## src/hdl/ppdf_pkg.sv

```systemverilog
package ppdf_pkg;

   localparam int FACE_SLOTS_DEFAULT = 3;

   localparam int PRESSURE_W = 16;
   localparam int TIME_W     = 32;
   localparam int DEPTH_W    = 16;
   localparam int DEFAULT_W  = 16;
   localparam int MULT_W     = 8;
   localparam int WARMUP_W   = 8;
   localparam int COUNT_W    = 16;
   localparam int CSR_DATA_W = 16;
   localparam int CSR_INDEX_W = 8;
   // expected interval times a Q4.4 factor, fraction dropped
   localparam int TIMEOUT_W  = TIME_W + MULT_W - 4;

   localparam int REQ_DATA_W  = 48;
   localparam int RSP_DATA_W  = 120;
   localparam int RSP_USER_W  = 3;

   // register indexes
   localparam logic [CSR_INDEX_W-1:0] REG_MIN_DIP_DEPTH       = 8'd0;
   localparam logic [CSR_INDEX_W-1:0] REG_DEFAULT_INTERVAL_MS = 8'd1;
   localparam logic [CSR_INDEX_W-1:0] REG_TIMEOUT_MULTIPLIER  = 8'd2;
   localparam logic [CSR_INDEX_W-1:0] REG_WARMUP_PULSES       = 8'd3;

   localparam logic [DEPTH_W-1:0]   CFG_RESET_MIN_DIP_DEPTH    = 16'd256;
   localparam logic [DEFAULT_W-1:0] CFG_RESET_DEFAULT_INTERVAL = 16'd500;
   localparam logic [MULT_W-1:0]    CFG_RESET_TIMEOUT_MULT     = 8'd32;
   localparam logic [WARMUP_W-1:0]  CFG_RESET_WARMUP_PULSES    = 8'd3;

   // face event codes
   localparam logic [1:0] EVENT_NONE    = 2'd0;
   localparam logic [1:0] EVENT_NATURAL = 2'd1;
   localparam logic [1:0] EVENT_FORCED  = 2'd2;

   typedef struct packed {
      logic [DEPTH_W-1:0]   min_dip_depth;
      logic [DEFAULT_W-1:0] default_interval_ms;
      logic [MULT_W-1:0]    timeout_multiplier;
      logic [WARMUP_W-1:0]  warmup_pulses;
   } cfg_type;

   typedef struct packed {
      logic                  fire;
      logic                  natural;
      logic [PRESSURE_W-1:0] value;
   } confirm_type;

   typedef struct packed {
      logic                  slot_recorded;
      logic [1:0]            face_slot;
      logic [PRESSURE_W-1:0] face_minimum;
      logic [TIME_W-1:0]     pulse_interval;
      logic [TIME_W-1:0]     interval_total;
      logic [COUNT_W-1:0]    interval_tally;
   } rec_type;

endpackage

```

## src/hdl/pulse_peak_dip_face_tracker.sv

```systemverilog
// Pulse peak/dip tracker with per-face minimum slots.
//
// Input stream (req_): one pressure sample with its millisecond time stamp per
// transaction. Result stream (rsp_): exactly one result per sample, in order,
// carrying the confirmation event, the confirmed value, the face slot and its
// stored minimum, and the interval statistics as they stand after the sample.
// Configuration: csr_we writes csr_wdata to register csr_index;
// unknown indexes are dropped. Write only while no sample is in flight.
//
// An accepted sample waits in the input register, then its result is written
// to the result register on rsp_. Throughput is one sample per cycle while
// rsp_tready is high: a single input register feeds one pass of compare and
// state update to the result register, a 32x8 timeout multiply to timeout_ff.
//
// When the receiver stalls, the result register holds and the input register
// takes one more sample, then req_tready drops until rsp_tready returns.
// Reset clears all tracking state, slots and statistics and loads the register
// defaults; req_tready is low while reset is high.
module pulse_peak_dip_face_tracker #(
   parameter int FACE_SLOTS = ppdf_pkg::FACE_SLOTS_DEFAULT
) (
   input  logic                                clock,
   input  logic                                reset,
   input  logic                                req_tvalid,
   output logic                                req_tready,
   // pressure[15:0], now_ms[47:16]
   input  logic [ppdf_pkg::REQ_DATA_W-1:0]     req_tdata,
   output logic                                rsp_tvalid,
   input  logic                                rsp_tready,
   // face_value[15:0], face_slot[17:16], face_minimum[33:18],
   // pulse_interval[65:34], interval_total[97:66], interval_tally[113:98], zero fill
   output logic [ppdf_pkg::RSP_DATA_W-1:0]     rsp_tdata,
   // face_event[1:0], slot_recorded[2]
   output logic [ppdf_pkg::RSP_USER_W-1:0]     rsp_tuser,
   input  logic                                csr_we,
   input  logic [ppdf_pkg::CSR_INDEX_W-1:0]    csr_index,
   input  logic [ppdf_pkg::CSR_DATA_W-1:0]     csr_wdata
);
   import ppdf_pkg::*;

   cfg_type               cfg_ff;
   logic                  in_valid_ff;
   logic [PRESSURE_W-1:0] pressure_ff;
   logic [TIME_W-1:0]     now_ff;
   logic                  rsp_valid_ff;
   logic [RSP_DATA_W-1:0] rsp_data_ff;
   logic [RSP_USER_W-1:0] rsp_user_ff;

   logic                  advance;
   logic                  req_take;
   logic [1:0]            face_event;
   confirm_type           confirm;
   rec_type               rec;
   logic [TIMEOUT_W-1:0]  timeout;

   assign advance    = in_valid_ff && (!rsp_valid_ff || rsp_tready);
   assign req_tready = !reset && (!in_valid_ff || advance);
   assign req_take   = req_tvalid && req_tready;

   always_ff @(posedge clock) begin
      if (reset) begin
         cfg_ff.min_dip_depth       <= CFG_RESET_MIN_DIP_DEPTH;
         cfg_ff.default_interval_ms <= CFG_RESET_DEFAULT_INTERVAL;
         cfg_ff.timeout_multiplier  <= CFG_RESET_TIMEOUT_MULT;
         cfg_ff.warmup_pulses       <= CFG_RESET_WARMUP_PULSES;
      end else if (csr_we) begin
         unique case (csr_index)
            REG_MIN_DIP_DEPTH:       cfg_ff.min_dip_depth       <= csr_wdata;
            REG_DEFAULT_INTERVAL_MS: cfg_ff.default_interval_ms <= csr_wdata;
            REG_TIMEOUT_MULTIPLIER:  cfg_ff.timeout_multiplier  <= csr_wdata[MULT_W-1:0];
            REG_WARMUP_PULSES:       cfg_ff.warmup_pulses       <= csr_wdata[WARMUP_W-1:0];
            default: ;
         endcase
      end
   end

   always_ff @(posedge clock) begin
      if (reset) begin
         in_valid_ff <= 1'b0;
      end else if (req_take) begin
         in_valid_ff <= 1'b1;
      end else if (advance) begin
         in_valid_ff <= 1'b0;
      end
   end

   always_ff @(posedge clock) begin
      if (req_take) begin
         pressure_ff <= req_tdata[PRESSURE_W-1:0];
         now_ff      <= req_tdata[PRESSURE_W +: TIME_W];
      end
   end

   ppdf_tracker u_tracker (
      .clock      (clock),
      .reset      (reset),
      .step       (advance),
      .pressure   (pressure_ff),
      .now_ms     (now_ff),
      .cfg        (cfg_ff),
      .timeout    (timeout),
      .face_event (face_event),
      .confirm    (confirm)
   );

   ppdf_recorder #(
      .FACE_SLOTS (FACE_SLOTS)
   ) u_recorder (
      .clock   (clock),
      .reset   (reset),
      .step    (advance),
      .confirm (confirm),
      .now_ms  (now_ff),
      .cfg     (cfg_ff),
      .timeout (timeout),
      .rec     (rec)
   );

   always_ff @(posedge clock) begin
      if (reset) begin
         rsp_valid_ff <= 1'b0;
      end else if (advance) begin
         rsp_valid_ff <= 1'b1;
      end else if (rsp_tready) begin
         rsp_valid_ff <= 1'b0;
      end
   end

   always_ff @(posedge clock) begin
      if (advance) begin
         rsp_data_ff <= {6'b000000, rec.interval_tally, rec.interval_total,
                         rec.pulse_interval, rec.face_minimum, rec.face_slot,
                         confirm.value & {PRESSURE_W{confirm.fire}}};
         rsp_user_ff <= {rec.slot_recorded, face_event};
      end
   end

   assign rsp_tvalid = rsp_valid_ff;
   assign rsp_tdata  = rsp_data_ff;
   assign rsp_tuser  = rsp_user_ff;

`ifndef NO_ASSERTIONS
   a_hold_input: assert property (@(posedge clock) disable iff (reset)
      in_valid_ff && !advance |=> in_valid_ff && $stable(pressure_ff) && $stable(now_ff))
      else $error("pending sample lost while stalled");

   a_record_needs_event: assert property (@(posedge clock) disable iff (reset)
      advance && rec.slot_recorded |-> confirm.fire && face_event != EVENT_NONE)
      else $error("slot recorded without a confirmation");

   a_no_overwrite: assert property (@(posedge clock) disable iff (reset)
      rsp_valid_ff && !rsp_tready |-> !advance)
      else $error("result overwritten while stalled");
`endif

endmodule

```

## src/hdl/ppdf_tracker.sv

```systemverilog
module ppdf_tracker (
   input  logic                                clock,
   input  logic                                reset,
   input  logic                                step,
   input  logic [ppdf_pkg::PRESSURE_W-1:0]     pressure,
   input  logic [ppdf_pkg::TIME_W-1:0]         now_ms,
   input  ppdf_pkg::cfg_type                   cfg,
   input  logic [ppdf_pkg::TIMEOUT_W-1:0]      timeout,
   output logic [1:0]                          face_event,
   output ppdf_pkg::confirm_type               confirm
);
   import ppdf_pkg::*;

   logic                  rising_ff, rising_in;
   logic [PRESSURE_W-1:0] peak_ff, peak_in;
   logic [PRESSURE_W-1:0] trough_ff, trough_in;
   logic [TIME_W-1:0]     wstart_ff, wstart_in;
   logic                  wvalid_ff;

   logic [TIME_W-1:0]     wstart_eff;
   logic [TIME_W-1:0]     elapsed;
   logic                  expired;
   logic [PRESSURE_W-1:0] peak_new, trough_new;
   logic [PRESSURE_W-1:0] swing;
   logic                  amp;

   always_comb begin
      // first sample opens the window at its own time stamp
      wstart_eff = wvalid_ff ? wstart_ff : now_ms;
      elapsed    = now_ms - wstart_eff;
      expired    = TIMEOUT_W'(elapsed) > timeout;

      peak_new   = (pressure > peak_ff) ? pressure : peak_ff;
      trough_new = (pressure < trough_ff) ? pressure : trough_ff;
      swing      = rising_ff ? (peak_new - pressure) : (pressure - trough_new);
      amp        = swing > cfg.min_dip_depth;

      rising_in  = rising_ff;
      peak_in    = rising_ff ? peak_new : peak_ff;
      trough_in  = rising_ff ? trough_ff : trough_new;
      wstart_in  = wstart_eff;
      face_event = EVENT_NONE;
      confirm    = '{fire: 1'b0, natural: 1'b0, value: '0};

      priority if (rising_ff && amp) begin
         face_event    = EVENT_NATURAL;
         confirm.fire  = 1'b1;
         confirm.natural = 1'b1;
         confirm.value = peak_new;
         rising_in     = 1'b0;
         trough_in     = pressure;
         wstart_in     = now_ms;
      end else if (amp) begin
         rising_in = 1'b1;
         peak_in   = pressure;
      end else if (expired) begin
         face_event    = EVENT_FORCED;
         confirm.fire  = 1'b1;
         confirm.value = rising_ff ? peak_new : pressure;
         rising_in     = 1'b1;
         peak_in       = pressure;
         wstart_in     = now_ms;
      end else begin
         face_event = EVENT_NONE;
      end
   end

   always_ff @(posedge clock) begin
      if (reset) begin
         rising_ff <= 1'b0;
         peak_ff   <= '0;
         trough_ff <= '0;
         wstart_ff <= '0;
         wvalid_ff <= 1'b0;
      end else if (step) begin
         rising_ff <= rising_in;
         peak_ff   <= peak_in;
         trough_ff <= trough_in;
         wstart_ff <= wstart_in;
         wvalid_ff <= 1'b1;
      end
   end

endmodule

```

## src/hdl/ppdf_recorder.sv

```systemverilog
module ppdf_recorder #(
   parameter int FACE_SLOTS = ppdf_pkg::FACE_SLOTS_DEFAULT
) (
   input  logic                             clock,
   input  logic                             reset,
   input  logic                             step,
   input  ppdf_pkg::confirm_type            confirm,
   input  logic [ppdf_pkg::TIME_W-1:0]      now_ms,
   input  ppdf_pkg::cfg_type                cfg,
   output logic [ppdf_pkg::TIMEOUT_W-1:0]   timeout,
   output ppdf_pkg::rec_type                rec
);
   import ppdf_pkg::*;

   localparam int SlotW = (FACE_SLOTS > 1) ? $clog2(FACE_SLOTS) : 1;
   localparam int ProdW = TIME_W + MULT_W;
   localparam logic [ProdW-1:0] ResetProd =
      ProdW'(CFG_RESET_DEFAULT_INTERVAL) * ProdW'(CFG_RESET_TIMEOUT_MULT);

   logic [TIME_W-1:0]     prev_time_ff;
   logic                  prev_valid_ff;
   logic                  prev_forced_ff;
   logic [TIME_W-1:0]     last_ff, last_in;
   logic [COUNT_W-1:0]    pulse_count_ff;
   logic [SlotW-1:0]      slot_ff, slot_in;
   logic [TIME_W-1:0]     sum_ff, sum_in;
   logic [COUNT_W-1:0]    count_ff, count_in;
   logic [PRESSURE_W-1:0] minima_ff [FACE_SLOTS];
   logic [FACE_SLOTS-1:0] has_ff;
   logic [TIMEOUT_W-1:0]  timeout_ff;

   logic                  fire;
   logic                  take_iv;
   logic                  record;
   logic [TIME_W-1:0]     iv;
   logic [TIME_W:0]       sum_wide;
   logic [PRESSURE_W-1:0] cur_min, new_min;
   logic [SlotW+1:0]      slot_ext;
   logic [TIME_W-1:0]     expected_next;
   logic [ProdW-1:0]      prod;

   always_comb begin
      fire     = step && confirm.fire;
      iv       = now_ms - prev_time_ff;
      take_iv  = confirm.natural && !prev_forced_ff && prev_valid_ff;
      record   = pulse_count_ff >= COUNT_W'(cfg.warmup_pulses);
      cur_min  = minima_ff[slot_ff];
      new_min  = (!has_ff[slot_ff] || confirm.value < cur_min) ? confirm.value : cur_min;
      sum_wide = {1'b0, sum_ff} + {1'b0, iv};

      last_in  = (fire && take_iv) ? iv : last_ff;
      sum_in   = sum_ff;
      count_in = count_ff;
      if (fire && record && take_iv) begin
         sum_in = sum_wide[TIME_W] ? '1 : sum_wide[TIME_W-1:0];
         if (count_ff != '1) begin
            count_in = count_ff + 1'b1;
         end
      end
      slot_in = (slot_ff == SlotW'(FACE_SLOTS - 1)) ? '0 : slot_ff + 1'b1;

      // timeout for the next sample, from the interval this one leaves
      expected_next = (last_in != '0) ? last_in : TIME_W'(cfg.default_interval_ms);
      prod          = ProdW'(expected_next) * ProdW'(cfg.timeout_multiplier);

      slot_ext          = {2'b00, slot_ff};
      rec.slot_recorded = fire && record;
      rec.face_slot     = rec.slot_recorded ? slot_ext[1:0] : 2'b00;
      rec.face_minimum  = rec.slot_recorded ? new_min : '0;
      rec.pulse_interval = last_in;
      rec.interval_total = sum_in;
      rec.interval_tally = count_in;
   end

   assign timeout = timeout_ff;

   always_ff @(posedge clock) begin
      if (reset) begin
         prev_time_ff   <= '0;
         prev_valid_ff  <= 1'b0;
         prev_forced_ff <= 1'b0;
         last_ff        <= '0;
         pulse_count_ff <= '0;
         slot_ff        <= '0;
         sum_ff         <= '0;
         count_ff       <= '0;
         has_ff         <= '0;
         timeout_ff     <= ResetProd[ProdW-1:4];
      end else begin
         timeout_ff <= prod[ProdW-1:4];
         if (fire) begin
            prev_time_ff   <= now_ms;
            prev_valid_ff  <= 1'b1;
            prev_forced_ff <= !confirm.natural;
            last_ff        <= last_in;
            sum_ff         <= sum_in;
            count_ff       <= count_in;
            if (pulse_count_ff != '1) begin
               pulse_count_ff <= pulse_count_ff + 1'b1;
            end
            if (record) begin
               has_ff[slot_ff] <= 1'b1;
               slot_ff         <= slot_in;
            end
         end
      end
   end

   // minima need no reset: an entry is read only once its has bit is set
   always_ff @(posedge clock) begin
      if (fire && record) begin
         minima_ff[slot_ff] <= new_min;
      end
   end

`ifndef NO_ASSERTIONS
   a_slot_range: assert property (@(posedge clock) disable iff (reset)
      slot_ff <= SlotW'(FACE_SLOTS - 1))
      else $error("slot pointer out of range");

   a_min_bound: assert property (@(posedge clock) disable iff (reset)
      rec.slot_recorded |-> rec.face_minimum <= confirm.value)
      else $error("face minimum above confirmed value");

   a_tally_monotonic: assert property (@(posedge clock)
      !reset |=> reset || count_ff >= $past(count_ff))
      else $error("interval tally decreased");

   a_sum_follows_tally: assert property (@(posedge clock)
      !reset |=> reset || (sum_ff == $past(sum_ff)) ||
                 (count_ff != $past(count_ff)) || (count_ff == '1))
      else $error("interval sum moved without a counted interval");
`endif

endmodule
```

## config.mk

```make
export PLATFORM = sky130hd
export DESIGN_NAME = pulse_peak_dip_face_tracker
export DESIGN_NICKNAME = d
export VERILOG_FILES = /design/src/hdl/ppdf_pkg.sv /design/src/hdl/pulse_peak_dip_face_tracker.sv /design/src/hdl/ppdf_tracker.sv /design/src/hdl/ppdf_recorder.sv
export SDC_FILE = /design/constraint.sdc
export NUM_CORES = 2
export LEC_CHECK = 0
export BUFFER_PORTS_ARGS = -buffer_cell sky130_fd_sc_hd__buf_2
export CAP_MARGIN = 30
export CELL_PAD_IN_SITES_DETAIL_PLACEMENT = 1
export CELL_PAD_IN_SITES_GLOBAL_PLACEMENT = 2
export CORE_AREA = 2 2 325 327
export DETAILED_ROUTE_END_ITERATION = 6
export DIE_AREA = 0 0 327 329
export PLACE_DENSITY_LB_ADDON = 0.2
export SETUP_SLACK_MARGIN = 0.2
export SLEW_MARGIN = 40
export SYNTH_ARGS = -nofsm -noshare
export SYNTH_HDL_FRONTEND = slang
export SYNTH_SLANG_ARGS = --single-unit
```

## constraint.sdc

```tcl
create_clock -name clock -period 22.4 [get_ports clock]
set_input_delay 1.12 -clock clock [delete_from_list [all_inputs] [get_ports clock]]
set_output_delay 1.12 -clock clock [all_outputs]
set_load 0.01 [all_outputs]
```

==> flow_metrics.tcl <==
set metrics [dict create \
    outcome "completed" \
    slew_headroom 0.359 \
    drv_cap 0 \
    ctsHoldBuffers 0 \
    finalMaxSlewViolations 0 \
    criticalPathCategory "flip-flop to flip-flop" \
    io_buffers 195 \
    postSynth.asyncResetShare 0 \
    hp-class "flip-flop to flip-flop" \
    finalWirelength_mm 117 \
    grt_usage 0.218 \
    cp_max_fo 38 \
    hold_violations 0 \
    drtPass1Iterations 5 \
    synth_top_area_share 0.177 \
    dp_hpwl_mm 90.5 \
    place_congestion 0.834 \
    core_sq_um 104000 \
    clkTransAtPathRegs_ns 0.06 \
    rows 119 \
    grt_max_degree 81 \
    rsz0062_at_grt "false" \
    synth-adder-area-share 0.201 \
    syn_avg_cell_area_sq_um 9.01 \
    cts_root_buffer "clkbuf_16" \
    required_ns 22.93 \
    holdCritStartpoint "u_tracker.wstart_ff[26]$_SDFFE_PP0P_" \
    clock_sinks 502 \
    antenna_left 0 \
    dieWidth_um 327 \
    area_delta_synth_final_pct 13.4 \
    ios 202 \
    cts_buffers 59 \
    final.fill_count 12035 \
    worstRegToRegCells 64 \
    ys.flop_type "dfxtp_1" \
    crit_start "pressure_ff[1]$_DFFE_PP_" \
    cp_slowest_cell "or4b_4" \
    wl_per_cell_um 20.9 \
    layout-drive-gt1-share 0.104 \
    yosysSeqAreaShare 0.337 \
    cts.repair.resized 0 \
    power_density_nw_per_um2 64.3 \
    leakage_nw 17.8 \
    yosys_warnings 0 \
    holdPathEnd "u_tracker.wstart_ff[26]$_SDFFE_PP0P_" \
    grt_pass1_wl_mm 182 \
    crit_arrival_ns 17.72 \
    synth_xor_area_frac 0.0320 \
    cts_tree "done" \
    clock_latency_ns 0.69 \
    clock.fmax_mhz 58.2 \
    ys_types 94 \
    synthTopCellsByArea "edfxtp_1, dfxtp_1, fa_1" \
    ys_seq_elements 502 \
    grt_pass1_vias 30380 \
    worstReg2RegEnd "u_recorder.timeout[33]$_SDFF_PP0_" \
    synth_area_sq_um 36100 \
    die_area_sq_um 108000 \
    synth-compound-area-share 0.146 \
    cts_setup_buffers 0 \
    netlist_instances 4010 \
    skew_ns 0.0494 \
    setup_tns_ns 0 \
    r2r_slack_ns 5.20 \
    vias 29058 \
    synth_top_area_cell "edfxtp_1" \
    grt_overflow 0 \
    finalCritPeriodShare 0.768 \
    setup_viol 0 \
    period_needed_ns 17.20 \
    ir_drop_mv 0.0565 \
    start_util 0.346 \
    die-height_um 329 \
    layout.nets 4719 \
    synth-simple-area-share 0.177 \
    crit_top_cell "o21ai_0" \
    ctsHtreeMaxLevel 2 \
    drtIter0Drc 1714 \
    synthMuxAreaShare 0.0448 \
    drc 0 \
    worst_pin_slew_ns 0.952 \
    synth-edff-count 213 \
    holdPathStages 2 \
    power.total_mw 2.63 \
    worst_path_largest_cell_delay_ns 0.67 \
    synth_top_family_by_area "adder cells" \
    grt_antenna_before_repair 6 \
    clock_path_buffers 3 \
    viasPerCell 5.17 \
    worstSetupEndpointType "flip-flop" \
    start_kind "flip-flop" \
    r2r_start "pressure_ff[1]$_DFFE_PP_" \
]
[through the flow]
step | area, sq um | hold WS, ns | cells | utilization | worst slack (ns)
after detailed placement | 38900 | 0.449 | 5502 | 0.373 | 5.47
after CTS | 41000 | 0.458 | 5614 | 0.393 | 5.35
final | 41000 | 0.455 | 5616 | 0.393 | 5.20
after global routing | 41000 | 0.470 | 5614 | 0.393 | 3.71
after floorplan | 36200 | 0.436 | 4015 | - | 7.92
after global placement | 38800 | 0.442 | 5495 | 0.372 | 5.64
[logic make-up after synthesis]
group / count (synthesis)
other cells: 1
mux: 159
xor+xnor: 132
simple gates: 1310
fa+ha+maj: 470
flops: 502
buf+inv: 593
compound gates: 843
[metal layers]
layer	track usage	share of wire
met1	0.304	0.48
met2	0.365	0.47
met3	0.0279	0.041
met4	0.0367	0.013
met5	0	0.00023
[layout by cell type, fill, tap and decap left out, types with 20 or more instances in the layout]
cell type / n
inv_1: 428
nand2_1: 398
a21oi_1: 336
nor2_1: 300
dfxtp_1: 288
ha_1: 285
and2_1: 269
edfxtp_1: 213
buf_2: 194
fa_1: 185
o21ai_0: 159
mux2i_1: 136
a21o_1: 91
xnor2_1: 81
nor3_1: 60
clkbuf_16: 59
nand3_1: 58
buf_4: 58
nor2b_1: 55
xor2_1: 51
nand2b_1: 30
nand4_1: 30
or3_1: 25
o21a_1: 25
a211oi_1: 24
mux2_2: 21
a21boi_0: 21
o21bai_1: 20
[layout make-up]
| class | instances | area [sq um] | area share |
|---|---|---|---|
| multi-input combinational | 2920 | 21900 | 0.534 |
| sequential | 502 | 12200 | 0.297 |
| tap | 1391 | 1740 | 0.0425 |
| inverter | 430 | 1620 | 0.0395 |
| clock buffer | 70 | 1550 | 0.0378 |
| timing repair buffer | 259 | 1490 | 0.0363 |
| clock inverter | 42 | 503 | 0.0123 |
| antenna | 2 | 5.00 | 0.000122 |
[where the power goes]
part           internal, mW  total, mW  switching [mW]
Clock                 0.583       1.02           0.437
Combinational         0.212      0.600           0.388
Sequential            0.990       1.01          0.0237
Total                  1.78       2.63           0.849
[cells in the mapped netlist (14+ instances only)]
cell type and number:
nor4_1 15, edfxtp_1 213, o31ai_1 14, mux2i_1 137
fa_1 185, nor2b_1 55, dfxtp_1 289, and2_1 270
o21bai_1 20, a21oi_1 339, nor3_1 63, a31oi_1 14
nand2b_1 30, nor2_1 301, inv_1 429, a211oi_1 25
clkbuf_1 141, nand2_1 398, xnor2_1 81, a22o_1 14
mux2_2 21, o21a_1 25, ha_1 285, a21boi_0 21
nand4_1 30, and3_1 19, o22ai_1 18, or3_1 25
a21o_1 91, nand3_1 58, xor2_1 51, o21ai_0 159
[sequential cells by signal (all words and copies together) (netlist names), 2 cells and up, named ones only]
| signal | flops |
|---|---|
| cfg_ff | 48 |
| u_tracker.trough_ff | 16 |
| u_recorder.timeout | 36 |
| u_tracker.peak_ff | 16 |
| u_recorder.sum_ff | 32 |
| rsp_tdata | 114 |
| u_recorder.count_ff | 16 |
| u_recorder.slot_ff | 2 |
| pressure_ff | 16 |
| rsp_tuser | 3 |
| u_recorder.prev_time_ff | 32 |
| u_recorder.pulse_count_ff | 16 |
| u_recorder.minima_ff | 48 |
| u_recorder.has_ff | 3 |
| u_tracker.wstart_ff | 32 |
| u_recorder.last_ff | 32 |
| now_ff | 32 |
[worst max-delay path: cells and delay by family (launching register included)]
| kind | cells | cell delay (ns) |
|---|---|---|
| AOI/OAI and AO/OA | 35 | 8.31 |
| xor gates and xnor gates | 1 | 0.17 |
| adders and majority gates | 8 | 3.15 |
| buffers and inverters | 7 | 1.53 |
| DFF | 1 | 0.59 |
| muxes | 1 | 0.42 |
| and+or+nand+nor | 12 | 2.78 |
[how the worst max path moves through the flow]
stage	end	slack, ns	depth (start not counted)
after floorplan	u_recorder.timeout[33]$_SDFF_PP0_	7.92	67
after global placement	u_recorder.timeout[33]$_SDFF_PP0_	5.64	64
after detailed placement	u_recorder.timeout[33]$_SDFF_PP0_	5.47	64
after CTS	u_recorder.timeout[33]$_SDFF_PP0_	5.35	64
after global routing	u_recorder.timeout[33]$_SDFF_PP0_	3.71	64
final	u_recorder.timeout[33]$_SDFF_PP0_	5.20	64
(Power assumes the default switching activity.)
